`src/hw/rtl/cosfd_pkg.sv`:
```
package cosfd_pkg;

    localparam int MAX_DATA_BYTES = 8;
    localparam int COUNT_W        = 5;
    localparam int DATA_START     = 8;

    localparam logic [COUNT_W-1:0] FIXED_BYTES = COUNT_W'(10);
    localparam logic [COUNT_W-1:0] COUNT_LIMIT = COUNT_W'(10 + MAX_DATA_BYTES + 1);

    localparam logic [7:0] CHAR_S  = 8'h53;
    localparam logic [7:0] CHAR_T  = 8'h54;
    localparam logic [7:0] CHAR_CR = 8'h0D;
    localparam logic [7:0] CHAR_LF = 8'h0A;

    localparam int TDATA_W = 96;
    localparam int TUSER_W = 4;

    typedef enum logic [2:0] {
        STATUS_OK          = 3'd0,
        STATUS_TOO_SHORT   = 3'd1,
        STATUS_BAD_HEADER  = 3'd2,
        STATUS_BAD_LENGTH  = 3'd3,
        STATUS_BAD_TRAILER = 3'd4
    } status_t;

    typedef enum logic [1:0] {
        REG_APP_CHANNEL    = 2'd0,
        REG_APP_REQUEST_ID = 2'd1
    } reg_index_t;

    typedef struct packed {
        status_t      status;
        logic         is_application;
        logic [63:0]  payload;
        logic [3:0]   dlc;
        logic [15:0]  can_id;
        logic [7:0]   channel;
    } result_t;

endpackage

```
`src/hw/rtl/can_over_serial_frame_decoder_top.sv`:
```
// Serial CAN frame decoder. Takes one frame byte per request on the slave
// stream, with tlast on the final byte, and returns one result per frame on
// the master stream. A byte is taken in every cycle that s_tready is high;
// results pass through a two-entry output buffer, so s_tready drops only
// while two results wait to be taken. Status (tuser[2:0]) reports too short,
// bad header, bad length, bad trailer or ok in that priority; all other fields
// are zero unless the status is ok. tuser[3] flags a frame whose channel and id
// match the app_channel and app_request_id registers, which the user must write
// through the cfg port while no frame is in progress; this is not enforced.
module can_over_serial_frame_decoder_top
    import cosfd_pkg::*;
(
    input  logic               aclk,
    input  logic               aresetn,
    input  logic               cfg_wr_en,
    input  logic [1:0]         cfg_index,
    input  logic [15:0]        cfg_wdata,
    input  logic               s_tvalid,
    output logic               s_tready,
    input  logic [7:0]         s_tdata,   // rx_byte[7:0]
    input  logic               s_tlast,
    output logic               m_tvalid,
    input  logic               m_tready,
    output logic [TDATA_W-1:0] m_tdata,   // channel, can_id, dlc, payload, zero pad
    output logic [TUSER_W-1:0] m_tuser    // status[2:0], is_application
);

    logic [7:0]         app_channel_reg;
    logic [15:0]        app_request_id_reg;

    logic [COUNT_W-1:0] byte_count_reg, byte_count_next;
    logic               header_good_reg, header_good_next;
    logic [7:0]         held_channel_reg, held_channel_next;
    logic [15:0]        held_id_reg, held_id_next;
    logic [7:0]         held_length_code_reg, held_length_code_next;
    logic [63:0]        held_payload_reg, held_payload_next;
    logic [7:0]         previous_byte_reg, previous_byte_next;

    result_t            main_reg, main_next;
    result_t            skid_reg, skid_next;
    logic               main_valid_reg, main_valid_next;
    logic               skid_valid_reg, skid_valid_next;

    logic               in_acc;
    logic               push;
    logic               pop;
    logic [COUNT_W-1:0] total;
    status_t            status;
    result_t            result;

    assign in_acc   = s_tvalid && s_tready;
    assign push     = in_acc && s_tlast;
    assign pop      = m_tvalid && m_tready;
    assign s_tready = !skid_valid_reg;

    always_ff @(posedge aclk) begin
        if (!aresetn) begin
            app_channel_reg    <= '0;
            app_request_id_reg <= '0;
        end else if (cfg_wr_en) begin
            unique case (cfg_index)
                REG_APP_CHANNEL:    app_channel_reg    <= cfg_wdata[7:0];
                REG_APP_REQUEST_ID: app_request_id_reg <= cfg_wdata;
                default: ;
            endcase
        end
    end

    always_comb begin
        total = (byte_count_reg < COUNT_LIMIT) ? byte_count_reg + 1'b1 : byte_count_reg;

        if (total < FIXED_BYTES) begin
            status = STATUS_TOO_SHORT;
        end else if (!header_good_reg) begin
            status = STATUS_BAD_HEADER;
        end else if (held_length_code_reg > 8'(MAX_DATA_BYTES) ||
                     9'(total) != 9'(FIXED_BYTES) + 9'(held_length_code_reg)) begin
            status = STATUS_BAD_LENGTH;
        end else if (previous_byte_reg != CHAR_CR || s_tdata != CHAR_LF) begin
            status = STATUS_BAD_TRAILER;
        end else begin
            status = STATUS_OK;
        end

        result        = '0;
        result.status = status;
        if (status == STATUS_OK) begin
            result.channel        = held_channel_reg;
            result.can_id         = held_id_reg;
            result.dlc            = held_length_code_reg[3:0];
            result.payload        = held_payload_reg;
            result.is_application = (held_channel_reg == app_channel_reg) &&
                                    (held_id_reg == app_request_id_reg);
        end
    end

    always_comb begin
        byte_count_next       = byte_count_reg;
        header_good_next      = header_good_reg;
        held_channel_next     = held_channel_reg;
        held_id_next          = held_id_reg;
        held_length_code_next = held_length_code_reg;
        held_payload_next     = held_payload_reg;
        previous_byte_next    = previous_byte_reg;

        if (in_acc) begin
            if (s_tlast) begin
                byte_count_next       = '0;
                header_good_next      = 1'b1;
                held_channel_next     = '0;
                held_id_next          = '0;
                held_length_code_next = '0;
                held_payload_next     = '0;
                previous_byte_next    = '0;
            end else begin
                byte_count_next    = total;
                previous_byte_next = s_tdata;
                if (byte_count_reg == COUNT_W'(0) && s_tdata != CHAR_S) begin
                    header_good_next = 1'b0;
                end
                if (byte_count_reg == COUNT_W'(1) && s_tdata != CHAR_T) begin
                    header_good_next = 1'b0;
                end
                if (byte_count_reg == COUNT_W'(2)) begin
                    held_channel_next = s_tdata;
                end
                if (byte_count_reg == COUNT_W'(5)) begin
                    held_id_next[15:8] = s_tdata;
                end
                if (byte_count_reg == COUNT_W'(6)) begin
                    held_id_next[7:0] = s_tdata;
                end
                if (byte_count_reg == COUNT_W'(7)) begin
                    held_length_code_next = s_tdata;
                end
                for (int j = 0; j < MAX_DATA_BYTES; j++) begin
                    if (byte_count_reg == COUNT_W'(DATA_START + j) &&
                        8'(j) < held_length_code_reg) begin
                        held_payload_next[8*j +: 8] = s_tdata;
                    end
                end
            end
        end
    end

    // two-entry output buffer: main drives the port, skid catches a result
    // that arrives while main is stalled
    always_comb begin
        main_next       = main_reg;
        skid_next       = skid_reg;
        main_valid_next = main_valid_reg;
        skid_valid_next = skid_valid_reg;

        if (!main_valid_reg || pop) begin
            if (skid_valid_reg) begin
                main_next       = skid_reg;
                main_valid_next = 1'b1;
                skid_valid_next = 1'b0;
            end else begin
                main_next       = result;
                main_valid_next = push;
            end
        end else if (push) begin
            skid_next       = result;
            skid_valid_next = 1'b1;
        end
    end

    always_ff @(posedge aclk) begin
        if (!aresetn) begin
            byte_count_reg       <= '0;
            header_good_reg      <= 1'b1;
            held_channel_reg     <= '0;
            held_id_reg          <= '0;
            held_length_code_reg <= '0;
            held_payload_reg     <= '0;
            previous_byte_reg    <= '0;
            main_valid_reg       <= 1'b0;
            skid_valid_reg       <= 1'b0;
        end else begin
            byte_count_reg       <= byte_count_next;
            header_good_reg      <= header_good_next;
            held_channel_reg     <= held_channel_next;
            held_id_reg          <= held_id_next;
            held_length_code_reg <= held_length_code_next;
            held_payload_reg     <= held_payload_next;
            previous_byte_reg    <= previous_byte_next;
            main_valid_reg       <= main_valid_next;
            skid_valid_reg       <= skid_valid_next;
        end
    end

    always_ff @(posedge aclk) begin
        main_reg <= main_next;
        skid_reg <= skid_next;
    end

    assign m_tvalid = main_valid_reg;
    assign m_tdata  = {4'b0, main_reg.payload, main_reg.dlc, main_reg.can_id,
                       main_reg.channel};
    assign m_tuser  = {main_reg.is_application, main_reg.status};

endmodule

```
`config.mk`:
```
export PLATFORM = sky130hd
export DESIGN_NAME = can_over_serial_frame_decoder_top
export DESIGN_NICKNAME = d
export VERILOG_FILES = /design/src/hw/rtl/cosfd_pkg.sv /design/src/hw/rtl/can_over_serial_frame_decoder_top.sv
export SDC_FILE = /design/constraint.sdc
export NUM_CORES = 1
export LEC_CHECK = 0
export ABC_CLOCK_PERIOD_IN_PS = 10100
export BUFFER_PORTS_ARGS = -buffer_cell sky130_fd_sc_hd__buf_2
export CAP_MARGIN = 20
export CORE_ASPECT_RATIO = 1.4
export CORE_UTILIZATION = 23
export CTS_CLUSTER_SIZE = 16
export DETAILED_ROUTE_END_ITERATION = 6
export PLACE_DENSITY = 0.47
export SLEW_MARGIN = 20
export SYNTH_ARGS = -nofsm -noshare
export SYNTH_HDL_FRONTEND = slang
export SYNTH_SLANG_ARGS = --single-unit
export TNS_END_PERCENT = 1
```
`constraint.sdc`:
```
create_clock -name aclk -period 10.1 [get_ports aclk]
set_input_delay 0 -clock aclk [delete_from_list [all_inputs] [get_ports aclk]]
set_output_delay 0 -clock aclk [all_outputs]
set_load 0.01 [all_outputs]
```
# --- Word level (Yosys, flattened, before mapping) ---
# Index checks and enable logic that the tools add are counted.
op_classes:
  reduce_logical: 52
  muxes: 29
  addsub: 2
  eq_ne: 21
  bitwise_logic: 2
  magnitude_cmp: 11
op_table:
  columns: ["op", "count"]
  rows:
  - ["$mux 8", 15]
  - ["$mux 96", 1]
  - ["$mux 93", 1]
  - ["$mux 64", 1]
  - ["$eq 5x4->1 const B", 8]
  - ["$lt 3x8->1 const A", 4]
  - ["$reduce_and 2->1", 16]
  - ["$reduce_bool 2->1", 12]
  - ["$eq 16x16->1", 1]
  - ["$lt 1x8->1 const A", 2]
  - ["$lt 2x8->1 const A", 2]
  - ["$mux 16", 1]
  - ["$ne 8x4->1 const B", 2]
  - ["$ne 8x7->1 const B", 2]
  - ["$eq 5x3->1 const B", 3]
  - ["$logic_and 1x1->1", 14]
  - ["$mux 3", 4]
  - ["$mux 5", 2]
  - ["$add 4x8->9 const A", 1]
  - ["$ne 5x9->1", 1]
  - ["$eq 8x8->1", 1]
  - ["$gt 8x4->1 const B", 1]
  - ["$add 5x1->5 const B", 1]
  - ["$eq 5x1->1 const B", 1]
  - ["other kinds (13)", 20]
totals:
  out_inout_bits: 102
  in_bits: 32
  ff_bits: 328
  wordCells: 148

# --- Logic depth before layout (Yosys ltp) ---
# Gate-level depths: netlist of the first run.
depth:
  ltp_word: 10
  mapped_depth: 11
  depth_no_buf: 8

# --- Worst setup path before layout of the first run ---
# Ideal clock, no wire load.
synth_path:
  path_kind: "reg2reg"
  startpoint: "reg main_valid_reg (netlist: m_tvalid)"
  endpoint: "reg skid_reg[0] (netlist bit), enable pin"
  path_stages_with_launch: 3
  n_path_buf: 0
  synth_period_minus_slack_ns: 7.443
  arrival_time_ns: 6.891
  setup_ns: 0.552
  required_time_ns: 9.548
  slack_ns: 2.657
  cell_sequence: "dfxtp_1 > nand2b_1 > nor2_1"
synth_via:
  elab_chain_cells: 4
  elab_cells_between_ends: 5
  classes_between: "1 x bitwise; 4 x reduce/logical"
synth_lines:
  columns: ["element", "line", "source"]
  rows:
  - ["start: declaration", "can_over_serial_frame_decoder_top.sv:41", "logic main_valid_reg, main_valid_next;"]
  - ["start signal: assignment", "can_over_serial_frame_decoder_top.sv:188", "main_valid_reg <= main_valid_next;"]
  - ["$logic_not 1->1 / $logic_and 1x1->1 (equally long branches)", "can_over_serial_frame_decoder_top.sv:154, can_over_serial_frame_decoder_top.sv:53", null]
  - ["$logic_or 1x1->1 (*)", "can_over_serial_frame_decoder_top.sv:154", "if (!main_valid_reg || pop) begin"]
  - ["$not 1->1 (no source line) (*)", null, null]
  - ["$reduce_and 2->1 (no source line) (*)", null, null]
  - ["end signal: assignment", "can_over_serial_frame_decoder_top.sv:195", "skid_reg <= skid_next;"]
  - ["end: declaration", "can_over_serial_frame_decoder_top.sv:40", "result_t skid_reg, skid_next;"]
# Mark *: on every way between the ends. The rest lies on a longest branch, timed or not.
# A chain may end at the register's enable or synchronous reset.

# --- Worst setup path in the final report of the first run ---
layout_path:
  startpoint: "reg byte_count_reg[0]"
  endpoint: "reg main_reg, in the netlist m_tdata[59], data pin"
layout_via:
  elab_chain_cells: 10
  elab_cells_between_ends: 12
  classes_between: "1 x add/sub; 2 x order compare; 1 x eq/ne; 6 x mux; 2 x reduce/logical"
layout_lines:
  columns: ["element", "line", "source"]
  rows:
  - ["start: declaration", "can_over_serial_frame_decoder_top.sv:31", "logic [COUNT_W-1:0] byte_count_reg, byte_count_next;"]
  - ["start signal: assignment", "can_over_serial_frame_decoder_top.sv:181", "byte_count_reg <= byte_count_next;"]
  - ["$add 5x1->5 / $lt 5x5->1 (equally long branches)", "can_over_serial_frame_decoder_top.sv:70", "total = (byte_count_reg < COUNT_LIMIT) ? byte_count_reg + 1'b1 : byte_count_reg;"]
  - ["$mux 5 (*)", "can_over_serial_frame_decoder_top.sv:70", null]
  - ["$ne 5x9->1", "can_over_serial_frame_decoder_top.sv:77", "9'(total) != 9'(FIXED_BYTES) + 9'(held_length_code_reg)) begin"]
  - ["$logic_or 1x1->1", "can_over_serial_frame_decoder_top.sv:76", "end else if (held_length_code_reg > 8'(MAX_DATA_BYTES) ||"]
  - ["$mux 3", "can_over_serial_frame_decoder_top.sv:76", null]
  - ["$mux 3", "can_over_serial_frame_decoder_top.sv:74", "end else if (!header_good_reg) begin"]
  - ["$mux 3 (*)", "can_over_serial_frame_decoder_top.sv:72", "if (total < FIXED_BYTES) begin"]
  - ["$logic_not 3->1 (*)", "can_over_serial_frame_decoder_top.sv:87", "if (status == STATUS_OK) begin"]
  - ["$mux 93 (*)", "can_over_serial_frame_decoder_top.sv:87", null]
  - ["$mux 96 (*)", "can_over_serial_frame_decoder_top.sv:155", "if (skid_valid_reg) begin"]
  - ["end signal: assignment", "can_over_serial_frame_decoder_top.sv:194", "main_reg <= main_next;"]
  - ["end: declaration", "can_over_serial_frame_decoder_top.sv:39", "result_t main_reg, main_next;"]
# Marks and branches as above.

==> metrics.txt, run 1 <==
CTS max path bufs=3; Initial Utilization=0.233; DRT iter0 DRCs=around 540; 1st-pass router iterations=5; Synth Flop Type=edfxtp_1; largest net degree at the start of global routing=between 100 and 150; most common cell after layout, fill and taps aside=edfxtp_1; Post-synth EDFFs=roughly 190; worst-margin pin slew=around 1.1 ns; library cells used by synthesis=approximately 60; Design Area, Final=roughly 0.017 mm2; placed cells=about 2200; GPL Wtd Cong=0.802; DR DRC count=0; die width=214 um; I/O Buffers=approximately 130; pwr dens=around 160 mW/mm2; I/O Pins=about 130; via count=just over 10000; fin cells=~2300; GRT Util Overall=0.127; Post-Synthesis Cells=around 1400; fin crit share=0.410; Final Util=0.275; Achievable Freq=242 MHz; Synth top area share=0.400; Setup Skew=roughly 0.012 ns; Req. time, crit path=10.32 ns; commonest non-fill, non-tap cells in the layout=edfxtp_1 (192), nand2_1 (163), dfxtp_1 (135), buf_2 (129), inv_1 (98); number of flip-flops in the largest register=between 90 and 100; hpwl dp=approximately 25000 um; minimum clock period=roughly 4.1 ns; Post-Route WL=about 40000 um; slew margin rel.=0.263; Crit Path Max Fanout=101; Syn-to-layout area delta=18.1%; Clock Tree Root=clkbuf_16; Post-Syn Area=~0.014 mm2; Clock Pin Slew Worst Setup and Hold Paths=approximately 0.070 ns; crit path launch type=flip-flop; crit path kind=reg -> reg; Hold Slack=about 0.05 ns; YS warnings=0; Placeable Area=between 0.06 and 0.07 mm2; htree depth=2; via count of the first global-routing pass=a little over 10000; Reg2Reg Depth=10; #FFs+latches synth=roughly 330; CTS Buf Count=34; static leakage=a little under 6 nW; clk_lat worst skew=0.52 ns; layout cells sized above 1=0.144; crit path DAT=~4.4 ns; Max Cap Viol=0; setup violators final=0; die area=between 0.06 and 0.07 mm2; Die Y=roughly 300 um; Setup TNS Final=0 ns; unrepaired setup endpoints after global routing=false; nets=roughly 1500; area leader, netlist=edfxtp_1; vias per cell=approximately 4.5; asr flop ratio synth=0; GRT overflow=0; cell row count=108; Slew Limit Fails=0; Routed Antenna Nets=0; status=complete, no violations; clock net sink count=between 300 and 400; Placed Area=around 0.016 mm2; CTS tree=built; crit path capture type=flip-flop; Worst Hold Depth=3; global-route wire length before repair=62600 um; final-report hold violation count=0; Routed WL per cell=about 18 um; worst hold path type=in -> reg; initial antenna violation count=8; Seq/Total Area, Yosys=0.589; maximum vdd drop=around 100 uV; Synth Area per Inst=10.5 um2; Synth area leaders=edfxtp_1 (40%), dfxtp_1 (19%), o41ai_1 (5.4%); Post-CTS Setup Bufs=0
[stage by stage]
| step | worst slack [ns] | power (W) |
|---|---|---|
| 5_1_grt | 5.69 | 0.00291 |
| 3_5_place_dp | 5.98 | 0.00159 |
| 4_1_cts | 5.96 | 0.00285 |
| 3_3_place_gp | 5.99 | 0.00159 |
| 6_report | 5.96 | 0.00280 |
| 2_1_floorplan | 2.66 | 0.00153 |
[cell usage after synthesis (10+ instances only)]
cell      count
a21boi_0     17
and2_1       57
and3_1       41
buf_1        10
buf_2        23
clkbuf_1     85
dfxtp_1     136
edfxtp_1    192
inv_1        98
mux2i_1      32
nand2_1     165
nand2b_1     14
nand3_1      32
nand4_1      10
nor2_1       59
nor2b_1      24
nor3_1       95
o21a_1       42
o21ai_0      36
o41ai_1      89
xnor2_1      28
[area by class of cell]
class / count / area, um2
multi-input cells: 824 / 5090
diodes: 4 / 10.0
clock buffers: 48 / 1010
flip-flops and latches: 328 / 8490
inverters: 98 / 368
well taps: 825 / 1030
repair buffers: 161 / 937
clock inverters: 13 / 92.6
fillers: 6534 / 45000
[metal layers]
layer | global-route usage | share of wire
met1 | 0.163 | 0.44
met2 | 0.219 | 0.50
met3 | 0.0209 | 0.048
met4 | 0.0333 | 0.019
met5 | 0 | 0.0011
[final timing paths]
kind                    startpoint                     to  slack, ns
min reg2reg  app_request_id_reg[3]  app_request_id_reg[3]       0.48
max              byte_count_reg[0]            m_tdata[59]       5.96
max reg2reg      byte_count_reg[0]            m_tdata[59]       5.96
min                        s_tlast      byte_count_reg[1]       0.05
[worst max-delay path, stage by stage, from the launching register on]
cell and delay [ns]:
dfxtp_1 0.53, ha_1 0.29, and3_1 0.18, ha_1 0.26, nor2b_1 0.15, a211oi_1 0.20, a211oi_1 0.08, nand4_1 0.14
buf_4 0.76, buf_4 0.96, o41ai_1 0.19
[where the power goes]
group / switching [W] / internal (W)
clock network: 0.000523 / 0.000722
logic: 0.0000764 / 0.0000379
registers: 0.0000140 / 0.00143
[cell families (layout without fill, tap and decap cells)]
family / count (synthesis) / count (layout) / share of synthesized area
flops: 328 / 328 / 0.589
compound gates: 231 / 231 / 0.124
mux: 32 / 32 / 0.0222
simple gates: 521 / 521 / 0.180
xor+xnor: 29 / 29 / 0.0176
fa+ha+maj: 7 / 7 / 0.00607
other cells: 1 / 8 / 0.000260
buf+inv: 222 / 320 / 0.0619
[what timing repair did]
action	CTS	global route
hold endpoints to repair	26	0
resized for setup	0	0
setup endpoints to repair	0	0
hold buffers	19	0
(Power assumes the default switching activity.)
==> inputs of run 2 (changes only) <==
--- a/config.mk
+++ b/config.mk
@@ -5,7 +5,7 @@
 export SDC_FILE = /design/constraint.sdc
 export NUM_CORES = 1
 export LEC_CHECK = 0
-export ABC_CLOCK_PERIOD_IN_PS = 10100
+export ABC_CLOCK_PERIOD_IN_PS = 4100
 export BUFFER_PORTS_ARGS = -buffer_cell sky130_fd_sc_hd__buf_2
 export CAP_MARGIN = 20
 export CORE_ASPECT_RATIO = 1.4
==> constraint.sdc (replaced) <==
create_clock -name aclk -period 4.1 [get_ports aclk]
set_input_delay 0 -clock aclk [delete_from_list [all_inputs] [get_ports aclk]]
set_output_delay 0 -clock aclk [all_outputs]
set_load 0.01 [all_outputs]
==> run 2 against run 1 <==
Clock skew up 0.0060 ns; utilization grew 0.14 points; hold slack worse by 0.015 ns; non-clock buffer count up 8; maximum frequency up 22%; power up 150%; critical path depth down 2; first-iteration DRC count grew 31%; sequential share of layout area fell by 0.25 points; clock power is 140% higher; global-route usage about the same; via count fell by 0.33%; largest cell class unchanged.
==> metrics.txt, run 2 (synthesized netlist as in run 1, its figures left out) <==
GRT Util Overall=0.128 (+0.000430); worst r2r src=byte_count_reg[0]; Reg2Reg Depth=8 (-2); Design Area, Final=0.0171 mm2 (+0.51%); worst slack at placement=0.789 ns (-5.19 ns); commonest non-fill, non-tap cells in the layout=edfxtp_1 (192), nand2_1 (163), dfxtp_1 (135), buf_2 (128), inv_1 (98); worst setup margin=0.712 ns (-5.25 ns); Setup Skew=0.0184 ns (+0.00597 ns); number of flip-flops in the largest register=96 (unchanged); unrepaired setup endpoints after global routing=false; fin cells=2309 (+0.35%); nets=1494 (+0.54%); DR DRC count=0 (unchanged); worst hold path type=in -> reg; Placed Area=0.0158 mm2 (+0.76%); crit path launch=byte_count_reg[0]; slew margin rel.=0.287 (+0.0249); clock net sink count=328 (unchanged); Clock Pin Slew Worst Setup and Hold Paths=0.06 ns (about the same); CTS Buf Count=34 (unchanged); global-route wire length before repair=62800 um (+0.36%); CTS max path bufs=3 (unchanged); Hold Slack=0.0346 ns (-0.0152 ns); clk_lat worst skew=0.52 ns (about the same); Post-Route WL=40600 um (+0.38%); htree depth=2 (unchanged); fin crit share=0.826 (+0.416); Die Y=298 um (unchanged); static leakage=5.81 nW (+0.58%); crit path kind=reg -> reg; minimum clock period=3.39 ns (-0.752 ns); via count of the first global-routing pass=10200 (+0.45%); Max Cap Viol=0 (unchanged); I/O Pins=134 (unchanged); most common cell after layout, fill and taps aside=edfxtp_1; Routed Antenna Nets=0 (unchanged); pwr dens=402 mW/mm2 (+140%); die area=0.0637 mm2 (unchanged); GPL Wtd Cong=0.798 (-0.54%); via count=10300 (-0.33%); crit path capture type=flip-flop; maximum vdd drop=204 uV (+95%); 1st-pass router iterations=5 (unchanged); setup violators final=0 (unchanged); crit path launch type=flip-flop; CTS tree=built; Routed WL per cell=17.6 um (about the same); vias per cell=4.46 (-0.67%); Slew Limit Fails=0 (unchanged); Placeable Area=0.0620 mm2 (unchanged); crit path DAT=3.69 ns (-0.67 ns); Setup crit end=m_tdata[70]; Clock Tree Root=clkbuf_16; Post-CTS Setup Bufs=0 (unchanged); largest net degree at the start of global routing=116 (+3.6%); cell row count=108 (unchanged); I/O Buffers=129 (unchanged); worst-margin pin slew=1.07 ns (-0.0374 ns); hpwl dp=25700 um (+1.0%); layout cells sized above 1=0.145 (+0.000573); Setup TNS Final=0 ns (unchanged); GRT overflow=0 (unchanged); Achievable Freq=295 MHz (+22%); status=complete, no violations; final-report hold violation count=0 (unchanged); DRT iter0 DRCs=707 (+31%); die width=214 um (unchanged); Syn-to-layout area delta=18.7%; reg2reg end=m_tdata[70]; Crit Path Max Fanout=57 (-44%); initial antenna violation count=6 (-2); Req. time, crit path=4.40 ns (-5.92 ns); Worst R2R Setup Slack=0.71 ns (-5.25 ns); Initial Utilization=0.233 (unchanged); placed cells=2225 (+0.41%)
[run 2: worst min-delay path by stage]
stage	cells after the start	start	to	slack [ns]
3_3_place_gp	3	cfg_wdata[14]	app_request_id_reg[14]	0.26
3_5_place_dp	3	cfg_wdata[10]	app_request_id_reg[10]	0.27
6_report	5	s_tdata[0]	header_good_reg	0.03
2_1_floorplan	2	cfg_wdata[13]	app_request_id_reg[13]	0.14
5_1_grt	5	s_tdata[0]	header_good_reg	0.07
4_1_cts	3	s_tlast	byte_count_reg[1]	0.02
[run 2: metrics by stage]
step | total power [W] | utilization
2_1_floorplan | 0.00377 | -
3_3_place_gp | 0.00391 | 0.255
3_5_place_dp | 0.00392 | 0.255
4_1_cts | 0.00699 | 0.276
5_1_grt | 0.00713 | 0.276
6_report | 0.00688 | 0.276
[run 2: report_power, final]
part | internal (W) | total, W | switching (W)
Combinational | 0.0000950 | 0.000287 | 0.000192
Sequential | 0.00353 | 0.00356 | 0.0000345
Clock | 0.00175 | 0.00304 | 0.00129
[run 2: per-layer routing]
metal  wire length (um)  vias to the layer above  track usage  share of wire
li1                   -                     5052            -              -
met1              18000                     4972        0.163           0.44
met2              19700                      218        0.218           0.49
met3               1980                       55       0.0214          0.049
met4                852                        6       0.0364          0.021
met5                 42                        -            0         0.0010
[run 2: final cells by class]
cell class                      instances  area (um2)
Antenna cell                            4        10.0
Clock buffer                           44         940
Timing Repair Buffer                  169        1050
Inverter                               98         368
Tap cell                              825        1030
Sequential cell                       328        8490
Multi-Input combinational cell        824        5090
Fill cell                            6509       44900
Clock inverter                         17         133
[run 2: repair_timing]
item,CTS,global route
gates resized for setup,0,0
hold endpoints to repair,27,0
hold buffers,19,0
[run 2: critical path: stages, from the launching register on]
cell	delay [ns]
dfxtp_1	0.52
ha_1	0.30
and3_1	0.18
ha_1	0.27
o21a_1	0.14
a211oi_1	0.40
nand2_4	0.50
buf_4	0.48
o41ai_1	0.35
